<file path="src/tpwb_pkg.sv">
package tpwb_pkg;

   // Address and size width of every window field
   localparam int unsigned ADDR_W = 32;

   // Data block limits and fixed window sizes
   localparam logic [ADDR_W-1:0] MIN_DATA_BLOCK   = 32'd1024;
   localparam logic [ADDR_W-1:0] MAX_DATA_BLOCK   = 32'd65536;
   localparam logic [ADDR_W-1:0] CHIP_RAM_BYTES   = 32'd131072;
   localparam logic [ADDR_W-1:0] SHARED_RAM_BYTES = 32'd1024;

   // Smallest and largest window the image rounding may produce
   localparam logic [ADDR_W-1:0] MIN_WINDOW = 32'd32;
   localparam logic [ADDR_W-1:0] MAX_WINDOW = 32'h8000_0000;

   // Register indexes on the configuration port
   localparam int unsigned CSR_IDX_W = 3;
   localparam logic [CSR_IDX_W-1:0] CSR_IMAGE_POOL_BASE    = 3'd0;
   localparam logic [CSR_IDX_W-1:0] CSR_IMAGE_POOL_SIZE    = 3'd1;
   localparam logic [CSR_IDX_W-1:0] CSR_RAM_POOL_BASE      = 3'd2;
   localparam logic [CSR_IDX_W-1:0] CSR_RAM_POOL_SIZE      = 3'd3;
   localparam logic [CSR_IDX_W-1:0] CSR_KERNEL_CODE_BASE   = 3'd4;
   localparam logic [CSR_IDX_W-1:0] CSR_KERNEL_CODE_SIZE   = 3'd5;
   localparam logic [CSR_IDX_W-1:0] CSR_FALLBACK_DATA_BASE = 3'd6;
   localparam logic [CSR_IDX_W-1:0] CSR_SHARED_RAM_BASE    = 3'd7;

   // Window slots
   localparam logic [1:0] SLOT_CODE   = 2'd0;
   localparam logic [1:0] SLOT_DATA   = 2'd1;
   localparam logic [1:0] SLOT_SHARED = 2'd2;

   // Window kinds
   localparam logic [1:0] KIND_ROM  = 2'd0;
   localparam logic [1:0] KIND_RAMX = 2'd1;
   localparam logic [1:0] KIND_RAM  = 2'd2;

   // Power of two at or above n, at least MIN_WINDOW, capped at MAX_WINDOW
   function automatic logic [ADDR_W-1:0] pow2_at_least(input logic [ADDR_W-1:0] n);
      logic [ADDR_W-1:0] v;
      v = MIN_WINDOW;
      for (int i = 0; i < ADDR_W; i++) begin
         if (v < n && v < MAX_WINDOW) begin
            v = v << 1;
         end
      end
      return v;
   endfunction

   // Whole-chip fallback window size, settled at elaboration
   localparam logic [ADDR_W-1:0] CHIP_WINDOW = pow2_at_least(CHIP_RAM_BYTES);

   function automatic logic is_pow2(input logic [ADDR_W-1:0] v);
      return (v != '0) && ((v & (v - 1'b1)) == '0);
   endfunction

   typedef enum logic [2:0] {
      ST_IDLE,
      ST_PREP,
      ST_CLASS,
      ST_GROW,
      ST_EMIT_CODE,
      ST_EMIT_DATA,
      ST_EMIT_SHARED
   } state_type;

   typedef struct packed {
      logic load;
      logic prep;
      logic classify;
      logic grow;
      logic emit_code;
      logic emit_data;
      logic emit_shared;
   } cmd_type;

   typedef struct packed {
      logic grow_more;
   } status_type;

endpackage

</file>
<file path="src/tpwb_ctrl.sv">
module tpwb_ctrl (
   input  logic                clock,
   input  logic                reset,
   input  logic                start,
   input  tpwb_pkg::status_type status,
   output logic                busy,
   output tpwb_pkg::cmd_type   cmd
);
   import tpwb_pkg::*;

   state_type state_ff;
   state_type state_in;

   // Hold the sequencer state
   always_ff @(posedge clock) begin
      if (reset) begin
         state_ff <= ST_IDLE;
      end else begin
         state_ff <= state_in;
      end
   end

   // Advance through the steps of one task
   always_comb begin
      state_in = state_ff;
      case (state_ff)
         ST_IDLE: begin
            if (start) begin
               state_in = ST_PREP;
            end
         end
         ST_PREP:        state_in = ST_CLASS;
         ST_CLASS:       state_in = ST_GROW;
         ST_GROW: begin
            if (!status.grow_more) begin
               state_in = ST_EMIT_CODE;
            end
         end
         ST_EMIT_CODE:   state_in = ST_EMIT_DATA;
         ST_EMIT_DATA:   state_in = ST_EMIT_SHARED;
         ST_EMIT_SHARED: state_in = ST_IDLE;
         default:        state_in = ST_IDLE;
      endcase
   end

   // Drive datapath commands from the state
   always_comb begin
      cmd  = '0;
      busy = 1'b1;
      case (state_ff)
         ST_IDLE: begin
            busy     = 1'b0;
            cmd.load = start;
         end
         ST_PREP:        cmd.prep        = 1'b1;
         ST_CLASS:       cmd.classify    = 1'b1;
         ST_GROW:        cmd.grow        = status.grow_more;
         ST_EMIT_CODE:   cmd.emit_code   = 1'b1;
         ST_EMIT_DATA:   cmd.emit_data   = 1'b1;
         ST_EMIT_SHARED: cmd.emit_shared = 1'b1;
         default:        busy            = 1'b0;
      endcase
   end

`ifndef SYNTHESIS
   a_accept_only_idle: assert property (@(posedge clock) disable iff (reset)
      cmd.load |-> state_ff == ST_IDLE)
      else $error("word accepted while busy");
   a_emit_order: assert property (@(posedge clock) disable iff (reset)
      cmd.emit_code |=> cmd.emit_data ##1 cmd.emit_shared)
      else $error("window emission out of order");
   a_grow_stays: assert property (@(posedge clock) disable iff (reset)
      cmd.grow |=> state_ff == ST_GROW)
      else $error("left growth while still doubling");
`endif

endmodule

</file>
<file path="src/tpwb_datapath.sv">
module tpwb_datapath (
   input  logic                                   clock,
   input  logic                                   reset,
   input  tpwb_pkg::cmd_type                      cmd,
   output tpwb_pkg::status_type                   status,
   input  logic                                   csr_write_en,
   input  logic [tpwb_pkg::CSR_IDX_W-1:0]         csr_index,
   input  logic [tpwb_pkg::ADDR_W-1:0]            csr_wdata,
   input  logic [tpwb_pkg::ADDR_W-1:0]            req_code_start,
   input  logic [tpwb_pkg::ADDR_W-1:0]            req_code_span,
   input  logic [tpwb_pkg::ADDR_W-1:0]            req_data_start,
   input  logic [tpwb_pkg::ADDR_W-1:0]            req_data_size,
   output logic                                   rsp_valid,
   output logic [1:0]                             rsp_region_slot,
   output logic [tpwb_pkg::ADDR_W-1:0]            rsp_region_base,
   output logic [tpwb_pkg::ADDR_W-1:0]            rsp_region_size,
   output logic [1:0]                             rsp_region_kind,
   output logic                                   rsp_region_enabled,
   output logic                                   rsp_last_region
);
   import tpwb_pkg::*;

   // Configuration registers
   logic [ADDR_W-1:0] image_pool_base_ff, image_pool_size_ff;
   logic [ADDR_W-1:0] ram_pool_base_ff, ram_pool_size_ff;
   logic [ADDR_W-1:0] kernel_code_base_ff, kernel_code_size_ff;
   logic [ADDR_W-1:0] fallback_data_base_ff, shared_ram_base_ff;

   // Latched task word
   logic [ADDR_W-1:0] code_start_ff, code_span_ff, data_start_ff, data_size_ff;

   // 33-bit ends of pools and blocks
   logic [ADDR_W:0] ram_end_ff, img_end_ff, code_end_ff, data_end_ff;

   // Classification flags
   logic code_ram_ff, code_img_ff, ram_code_ok_ff, data_ram_ff, data_ok_ff;

   // Image window size under growth
   logic [ADDR_W-1:0] win_size_ff, win_size_in;
   logic [ADDR_W-1:0] win_base;
   logic [ADDR_W:0]   win_end;

   // Settled windows
   logic [ADDR_W-1:0] code_base_ff, code_size_ff, data_base_ff, data_size_w_ff;
   logic [ADDR_W-1:0] code_base_in, code_size_in, data_base_in, data_size_in;
   logic [1:0]        data_kind;
   logic [ADDR_W:0]   data_win_end;
   logic              shared_free;

   // Output word registers
   logic              rsp_valid_ff, rsp_valid_in;
   logic [1:0]        slot_ff, slot_in, kind_ff, kind_in;
   logic [ADDR_W-1:0] base_ff, base_in, size_ff, size_in;
   logic              last_ff, last_in;

   // Write configuration registers
   always_ff @(posedge clock) begin
      if (reset) begin
         image_pool_base_ff    <= '0;
         image_pool_size_ff    <= '0;
         ram_pool_base_ff      <= '0;
         ram_pool_size_ff      <= '0;
         kernel_code_base_ff   <= '0;
         kernel_code_size_ff   <= '0;
         fallback_data_base_ff <= '0;
         shared_ram_base_ff    <= '0;
      end else if (csr_write_en) begin
         case (csr_index)
            CSR_IMAGE_POOL_BASE:    image_pool_base_ff    <= csr_wdata;
            CSR_IMAGE_POOL_SIZE:    image_pool_size_ff    <= csr_wdata;
            CSR_RAM_POOL_BASE:      ram_pool_base_ff      <= csr_wdata;
            CSR_RAM_POOL_SIZE:      ram_pool_size_ff      <= csr_wdata;
            CSR_KERNEL_CODE_BASE:   kernel_code_base_ff   <= csr_wdata;
            CSR_KERNEL_CODE_SIZE:   kernel_code_size_ff   <= csr_wdata;
            CSR_FALLBACK_DATA_BASE: fallback_data_base_ff <= csr_wdata;
            CSR_SHARED_RAM_BASE:    shared_ram_base_ff    <= csr_wdata;
            default: ;
         endcase
      end
   end

   // Latch the task word
   always_ff @(posedge clock) begin
      if (cmd.load) begin
         code_start_ff <= req_code_start;
         code_span_ff  <= req_code_span;
         data_start_ff <= req_data_start;
         data_size_ff  <= req_data_size;
      end
   end

   // Form pool and block ends
   always_ff @(posedge clock) begin
      if (cmd.prep) begin
         ram_end_ff  <= {1'b0, ram_pool_base_ff} + {1'b0, ram_pool_size_ff};
         img_end_ff  <= {1'b0, image_pool_base_ff} + {1'b0, image_pool_size_ff};
         code_end_ff <= {1'b0, code_start_ff} + {1'b0, code_span_ff};
         data_end_ff <= {1'b0, data_start_ff} + {1'b0, data_size_ff};
      end
   end

   // Classify code and data placement
   always_ff @(posedge clock) begin
      if (cmd.classify) begin
         code_ram_ff <= code_start_ff >= ram_pool_base_ff &&
                        {1'b0, code_start_ff} < ram_end_ff;
         code_img_ff <= !(code_start_ff >= ram_pool_base_ff &&
                          {1'b0, code_start_ff} < ram_end_ff) &&
                        code_start_ff >= image_pool_base_ff &&
                        {1'b0, code_start_ff} < img_end_ff &&
                        code_span_ff != '0 && code_end_ff <= img_end_ff;
         ram_code_ok_ff <= is_pow2(code_span_ff) &&
                           (code_start_ff & (code_span_ff - 1'b1)) == '0 &&
                           code_end_ff <= ram_end_ff;
         data_ram_ff <= data_start_ff >= ram_pool_base_ff &&
                        {1'b0, data_start_ff} < ram_end_ff;
         data_ok_ff  <= data_size_ff >= MIN_DATA_BLOCK &&
                        data_size_ff <= MAX_DATA_BLOCK &&
                        is_pow2(data_size_ff) &&
                        (data_start_ff & (data_size_ff - 1'b1)) == '0 &&
                        data_end_ff <= ram_end_ff;
      end
   end

   // Grow the image window one doubling a cycle
   assign win_base = code_start_ff & ~(win_size_ff - 1'b1);
   assign win_end  = {1'b0, win_base} + {1'b0, win_size_ff};
   assign status.grow_more = code_img_ff && !win_size_ff[ADDR_W-1] &&
                             (win_size_ff < code_span_ff || win_end < code_end_ff);

   always_comb begin
      win_size_in = win_size_ff;
      if (cmd.classify) begin
         win_size_in = MIN_WINDOW;
      end else if (cmd.grow) begin
         win_size_in = win_size_ff << 1;
      end
   end

   always_ff @(posedge clock) begin
      win_size_ff <= win_size_in;
   end

   // Settle the code window
   always_comb begin
      code_base_in = '0;
      code_size_in = '0;
      if (code_ram_ff) begin
         if (ram_code_ok_ff) begin
            code_base_in = code_start_ff;
            code_size_in = code_span_ff;
         end
      end else if (code_img_ff) begin
         if (win_end >= code_end_ff) begin
            code_base_in = win_base;
            code_size_in = win_size_ff;
         end
      end else begin
         code_base_in = kernel_code_base_ff;
         code_size_in = kernel_code_size_ff;
      end
      if (code_size_in == '0) begin
         code_base_in = '0;
      end
   end

   // Settle the data window
   always_comb begin
      data_base_in = '0;
      data_size_in = '0;
      if (data_ram_ff) begin
         if (data_ok_ff) begin
            data_base_in = data_start_ff;
            data_size_in = data_size_ff;
         end
      end else begin
         data_base_in = fallback_data_base_ff;
         data_size_in = CHIP_WINDOW;
      end
      if (data_size_in == '0) begin
         data_base_in = '0;
      end
      data_kind = (code_ram_ff && data_base_in == code_base_ff &&
                   data_size_in == code_size_ff) ? KIND_RAMX : KIND_RAM;
   end

   always_ff @(posedge clock) begin
      if (cmd.emit_code) begin
         code_base_ff <= code_base_in;
         code_size_ff <= code_size_in;
      end
      if (cmd.emit_data) begin
         data_base_ff   <= data_base_in;
         data_size_w_ff <= data_size_in;
      end
   end

   // Shared window is free unless its base falls in the data window
   assign data_win_end = {1'b0, data_base_ff} + {1'b0, data_size_w_ff};
   assign shared_free  = shared_ram_base_ff < data_base_ff ||
                         {1'b0, shared_ram_base_ff} >= data_win_end;

   // Build the output word
   always_comb begin
      rsp_valid_in = 1'b0;
      slot_in      = SLOT_CODE;
      base_in      = '0;
      size_in      = '0;
      kind_in      = KIND_ROM;
      last_in      = 1'b0;
      if (cmd.emit_code) begin
         rsp_valid_in = 1'b1;
         slot_in      = SLOT_CODE;
         base_in      = code_base_in;
         size_in      = code_size_in;
         kind_in      = code_ram_ff ? KIND_RAMX : KIND_ROM;
      end else if (cmd.emit_data) begin
         rsp_valid_in = 1'b1;
         slot_in      = SLOT_DATA;
         base_in      = data_base_in;
         size_in      = data_size_in;
         kind_in      = data_kind;
      end else if (cmd.emit_shared) begin
         rsp_valid_in = 1'b1;
         slot_in      = SLOT_SHARED;
         kind_in      = KIND_RAM;
         last_in      = 1'b1;
         if (shared_free) begin
            base_in = shared_ram_base_ff;
            size_in = SHARED_RAM_BYTES;
         end
      end
   end

   always_ff @(posedge clock) begin
      if (reset) begin
         rsp_valid_ff <= 1'b0;
      end else begin
         rsp_valid_ff <= rsp_valid_in;
      end
   end

   always_ff @(posedge clock) begin
      slot_ff <= slot_in;
      base_ff <= base_in;
      size_ff <= size_in;
      kind_ff <= kind_in;
      last_ff <= last_in;
   end

   assign rsp_valid          = rsp_valid_ff;
   assign rsp_region_slot    = slot_ff;
   assign rsp_region_base    = base_ff;
   assign rsp_region_size    = size_ff;
   assign rsp_region_kind    = kind_ff;
   assign rsp_region_enabled = size_ff != '0;
   assign rsp_last_region    = last_ff;

`ifndef SYNTHESIS
   a_grow_pow2: assert property (@(posedge clock) disable iff (reset)
      cmd.grow |-> $onehot(win_size_ff))
      else $error("image window size not a power of two");
   a_disabled_zero: assert property (@(posedge clock) disable iff (reset)
      rsp_valid_ff && size_ff == '0 |-> base_ff == '0)
      else $error("disabled window carries a base");
   a_last_is_shared: assert property (@(posedge clock) disable iff (reset)
      rsp_valid_ff && last_ff |-> slot_ff == SLOT_SHARED && $past(rsp_valid_ff))
      else $error("last word not the shared window");
   a_data_after_code: assert property (@(posedge clock) disable iff (reset)
      rsp_valid_ff && slot_ff == SLOT_DATA |-> $past(slot_ff) == SLOT_CODE)
      else $error("data window not preceded by code window");
`endif

endmodule

</file>
<file path="src/task_protection_window_builder_top.sv">
// Builds the three protection windows of one task: code (slot 0), data (slot 1)
// and shared RAM (slot 2). Raise start with the task word while busy is low;
// the word is taken at that edge. The three windows follow in slot order on
// consecutive cycles, each shown for one cycle with rsp_valid, the third with
// rsp_last_region; they cannot be held off. While busy is high no new task word
// is taken. The image-pool code window is grown by g doublings (0 to 26),
// one per cycle through a single 33-bit add and compare, starting from 32 bytes.
// Registers are to be written through the csr_ port only while the block is idle;
// the block itself does not enforce this.
module task_protection_window_builder_top (
   input  logic                           clock,
   input  logic                           reset,
   input  logic                           start,
   output logic                           busy,
   input  logic [tpwb_pkg::ADDR_W-1:0]    req_code_start,
   input  logic [tpwb_pkg::ADDR_W-1:0]    req_code_span,
   input  logic [tpwb_pkg::ADDR_W-1:0]    req_data_start,
   input  logic [tpwb_pkg::ADDR_W-1:0]    req_data_size,
   input  logic                           csr_write_en,
   input  logic [tpwb_pkg::CSR_IDX_W-1:0] csr_index,
   input  logic [tpwb_pkg::ADDR_W-1:0]    csr_wdata,
   output logic                           rsp_valid,
   output logic [1:0]                     rsp_region_slot,
   output logic [tpwb_pkg::ADDR_W-1:0]    rsp_region_base,
   output logic [tpwb_pkg::ADDR_W-1:0]    rsp_region_size,
   output logic [1:0]                     rsp_region_kind,
   output logic                           rsp_region_enabled,
   output logic                           rsp_last_region
);
   import tpwb_pkg::*;

   cmd_type    cmd;
   status_type status;

   // Sequence the steps of one task
   tpwb_ctrl u_ctrl (
      .clock  (clock),
      .reset  (reset),
      .start  (start),
      .status (status),
      .busy   (busy),
      .cmd    (cmd)
   );

   // Hold registers and compute windows
   tpwb_datapath u_datapath (
      .clock              (clock),
      .reset              (reset),
      .cmd                (cmd),
      .status             (status),
      .csr_write_en       (csr_write_en),
      .csr_index          (csr_index),
      .csr_wdata          (csr_wdata),
      .req_code_start     (req_code_start),
      .req_code_span      (req_code_span),
      .req_data_start     (req_data_start),
      .req_data_size      (req_data_size),
      .rsp_valid          (rsp_valid),
      .rsp_region_slot    (rsp_region_slot),
      .rsp_region_base    (rsp_region_base),
      .rsp_region_size    (rsp_region_size),
      .rsp_region_kind    (rsp_region_kind),
      .rsp_region_enabled (rsp_region_enabled),
      .rsp_last_region    (rsp_last_region)
   );

endmodule

</file>
<file path="config.mk">
export PLATFORM = sky130hd
export DESIGN_NAME = task_protection_window_builder_top
export DESIGN_NICKNAME = d
export VERILOG_FILES = /design/src/tpwb_pkg.sv /design/src/tpwb_ctrl.sv /design/src/tpwb_datapath.sv /design/src/task_protection_window_builder_top.sv
export SDC_FILE = /design/constraint.sdc
export NUM_CORES = 2
export LEC_CHECK = 0
export BUFFER_PORTS_ARGS = -buffer_cell sky130_fd_sc_hd__buf_4
export CAP_MARGIN = 20
export CELL_PAD_IN_SITES_DETAIL_PLACEMENT = 2
export CELL_PAD_IN_SITES_GLOBAL_PLACEMENT = 2
export CORE_ASPECT_RATIO = 1.5
export CORE_MARGIN = 5
export CORE_UTILIZATION = 30
export DETAILED_ROUTE_END_ITERATION = 8
export PLACE_DENSITY_LB_ADDON = 0.1
export SETUP_SLACK_MARGIN = 0.3
export SLEW_MARGIN = 40
export SYNTH_ARGS = -nofsm -noshare
export SYNTH_HDL_FRONTEND = slang
export SYNTH_SLANG_ARGS = --single-unit
</file>
<file path="constraint.sdc">
create_clock -name clock -period 26.5 [get_ports clock]
set_clock_uncertainty 0.1 [all_clocks]
set_input_delay 1.325 -clock clock [delete_from_list [all_inputs] [get_ports clock]]
set_output_delay 1.325 -clock clock [all_outputs]
set_load 0.005 [all_outputs]
</file>
==> out/results.tsv <==
stage	metric	value	unit
layout	layout_commonest_cell	nand2_1	
clock_tree	clk-insertion-delay-late	0.74	ns
grt	grt_pass1_vias	46900	
timing	min_period	9.80	ns
yosys	synth_edf_count	393	
clock_tree	cts.htree.levels	3	
yosys	synth_cell_types	106	
clock_tree	clockRootBuffer	clkbuf_16	
routing	wl_per_cell	30.9	um
layout	drive_above_1_share	0.105	
routing	drt_pass1_iterations	8	
critical_path	end_kind	flop	
timing	setup_violations	0	
routing	remaining_drc_errors	0	
timing	fin_crit_sh	0.370	
yosys	async_flop_share	0	
pwr	cellPowerDensity	60.5	mW/mm^2
clock_tree	cts_tree	yes	
grt	grt-ovfl-total	0	
timing	timing_hold_violations_final	0	
timing	rsz0062_at_grt	no	
grt	grt_pass1_wl	335	mm
grt	grt_max_degree	81	
pwr	p_leak	23.8	nW
critical_path	cp_slowest_stage_delay	0.70	ns
place	dp_cells	7580	
routing	drt-initial-drc-count	2435	
place	place_congestion	0.898	
place	io_buffers	238	
pwr	ir_drop	47.0	uV
hold_path	hold_class	flop to flop	
timing	drv_slew	0	
yosys	yosys_warnings	0	
yosys	yosysSeqAreaShare	0.391	
yosys	synth_cells	5344	
critical_path	critPathRequiredTime	27.03	ns
routing	viasPerCell	5.57	
timing	max_freq	0.102	GHz
clock_tree	postCtsSetupBuffers	0	
floorplanning	core	0.160	mm^2
critical_path	critPathLaunchType	flop	
layout	area_growth	15.8	%
critical_path	slowest_stage	nor4b_1	
critical_path	path_class	flop to flop	
timing	slew_headroom	0.358	
clock_tree	cts_buffer_depth	3	
yosys	yosys_register_bits	748	
yosys	ys.flop_type	edfxtp_1	
critical_path	crit_arrival	10.32	ns
floorplanning	ios	239	
routing	drt_wl_total	240	mm
place	dp_hpwl	191	mm
clock_tree	cts_resized	0	
floorplanning	fp-row-count	180	
critical_path	critPathBufInv	3	
timing	worst_pin_slew	0.962	ns
yosys	syn-cell-area	0.0484	mm^2
routing	vias	43200	
layout	nNetsFinal	6393	
critical_path	r2r_setup_slack	16.70	ns
critical_path	crit_family	compound AO/OA/AOI/OAI gates	
run	drv_cap	0	
clock_tree	clock_sinks	748	
clock_tree	clk_pin_slew_worst_paths	0.06	ns
floorplanning	die-area	0.170	mm^2
floorplanning	start_util	0.302	
timing	finalSetupTns	0	ns
floorplanning	die_w	338	um
layout	final_cell_mix	nand2_1, ha_1, a21oi_1	
layout	final-instance-count-excl-fill	7753	
grt	antenna_found_initial	12	
clock_tree	numCtsBuffers	90	
floorplanning	die_y	502	um
routing	drtAntennaViolNets	0	
run_status	status	finished clean	
yosys	synth.net_count	6156	
clock_tree	ctsHoldBuffers	0	
yosys	syn_avg_cell_area	9.05	um^2
critical_path	critPathMaxFanout	47	
grt	grt_use_total	0.276	
## cells by family (layout without fill, tap and decap cells)
| group | Yosys count | in the layout | share of synthesized area |
|---|---|---|---|
| DFF | 748 | 748 | 0.391 |
| and+or+nand+nor | 1709 | 1709 | 0.168 |
| muxes | 29 | 29 | 0.00603 |
| xor gates and xnor gates | 198 | 198 | 0.0359 |
| other | 0 | 5 | 0 |
| buffers and inverters | 632 | 943 | 0.0505 |
| adders and majority gates | 645 | 645 | 0.168 |
| AOI/OAI and AO/OA | 1383 | 1383 | 0.181 |
## registers in the layout, summed over array words and instances (netlist names), 27 cells and up
name	cells
u_datapath.code_size_ff	32
u_datapath.code_start_ff	32
u_datapath.image_pool_size_ff	32
u_datapath.rsp_region_base	32
u_datapath.data_base_ff	32
u_datapath.data_size_ff	32
u_datapath.win_size_ff	27
u_datapath.kernel_code_base_ff	32
u_datapath.shared_ram_base_ff	32
u_datapath.ram_pool_base_ff	32
u_datapath.data_start_ff	32
u_datapath.img_end_ff	33
u_datapath.code_end_ff	33
u_datapath.kernel_code_size_ff	32
u_datapath.image_pool_base_ff	32
u_datapath.ram_end_ff	33
u_datapath.code_span_ff	32
u_datapath.data_size_w_ff	32
u_datapath.ram_pool_size_ff	32
u_datapath.rsp_region_size	32
u_datapath.data_end_ff	33
u_datapath.code_base_ff	32
u_datapath.fallback_data_base_ff	32
## area by class of cell
class / count / area [um^2]
diodes: 5 / 12.5
clock buffers: 114 / 2430
clock inverters: 52 / 497
fillers: 17900 / 104000
inverters: 418 / 1570
multi-input cells: 3964 / 27200
flip-flops and latches: 748 / 18900
well taps: 2093 / 2620
repair buffers: 359 / 2750
## through the flow
stage	total power [mW]	worst slack [ns]	utilization	area, um^2	hold slack (ns)
final	3.39	16.70	0.349	56000	0.355
after global routing	3.53	16.25	0.349	56000	0.371
after CTS	3.43	16.69	0.349	56000	0.355
after detailed placement	2.12	16.77	0.331	53000	0.346
after global placement	2.10	16.81	0.329	52800	0.338
after floorplan	1.79	11.25	-	48400	0.332
## power by group
part	internal (mW)	total [mW]	switching [mW]	leakage, nW
sequential	1.29	1.37	0.0834	6.57
clock	0.722	1.29	0.570	1.43
combinational	0.255	0.720	0.465	15.8
total	2.27	3.39	1.12	23.8
## synthesized netlist by cell type (all sizes together), types with 11 or more instances
library cell  count  area (um^2)
o21ai           196          988
o31ai            20          155
nor3b            18          135
edfxtp          393        11800
nand2           700         2640
a222oi           24          240
a211o            18          158
and4             11         96.3
nand2b           84          526
a22oi            17          133
inv             418         1570
xnor2           126         1100
a211oi           35          268
o22ai            35          231
o211ai           15          118
nor4             57          390
o32ai            14          123
mux2i            28          280
nand3            82          415
xor2             72          631
ha              640         8010
nor2b           119          744
nor2            334         1260
o21bai           20          150
buf              24          123
a21o            191         1430
nor3             71          365
or2              20          125
a22o             16          140
a31oi            27          184
or3              29          181
nand4            94          588
a221oi           15          138
clkbuf          190          751
o21a             34          255
and2             17          109
and3             37          233
a221o            24          240
a21oi           586         2930
dfxtp           355         7110
## path summary, 6_finish.rpt
path	start	end	cells past startpoint
max	u_datapath.win_size_ff[5]	u_datapath.rsp_region_base[3]	32
min	u_datapath.fallback_data_base_ff[20]	u_datapath.fallback_data_base_ff[20]	2
max reg2reg	u_datapath.win_size_ff[5]	u_datapath.rsp_region_base[3]	32
min reg2reg	u_datapath.fallback_data_base_ff[20]	u_datapath.fallback_data_base_ff[20]	2
## tightest hold or removal path: stages, from the launching register on
cell and delay, ns:
dfxtp_1 0.31, nand2_1 0.05, a21oi_1 0.05
## layer usage
layer / track usage / routed length, um
met1: 0.302 / 92100
met2: 0.516 / 124000
met3: 0.0252 / 7310
met4: 0.160 / 16400
met5: 0 / 23
Power figures use the tool's default switching activity.
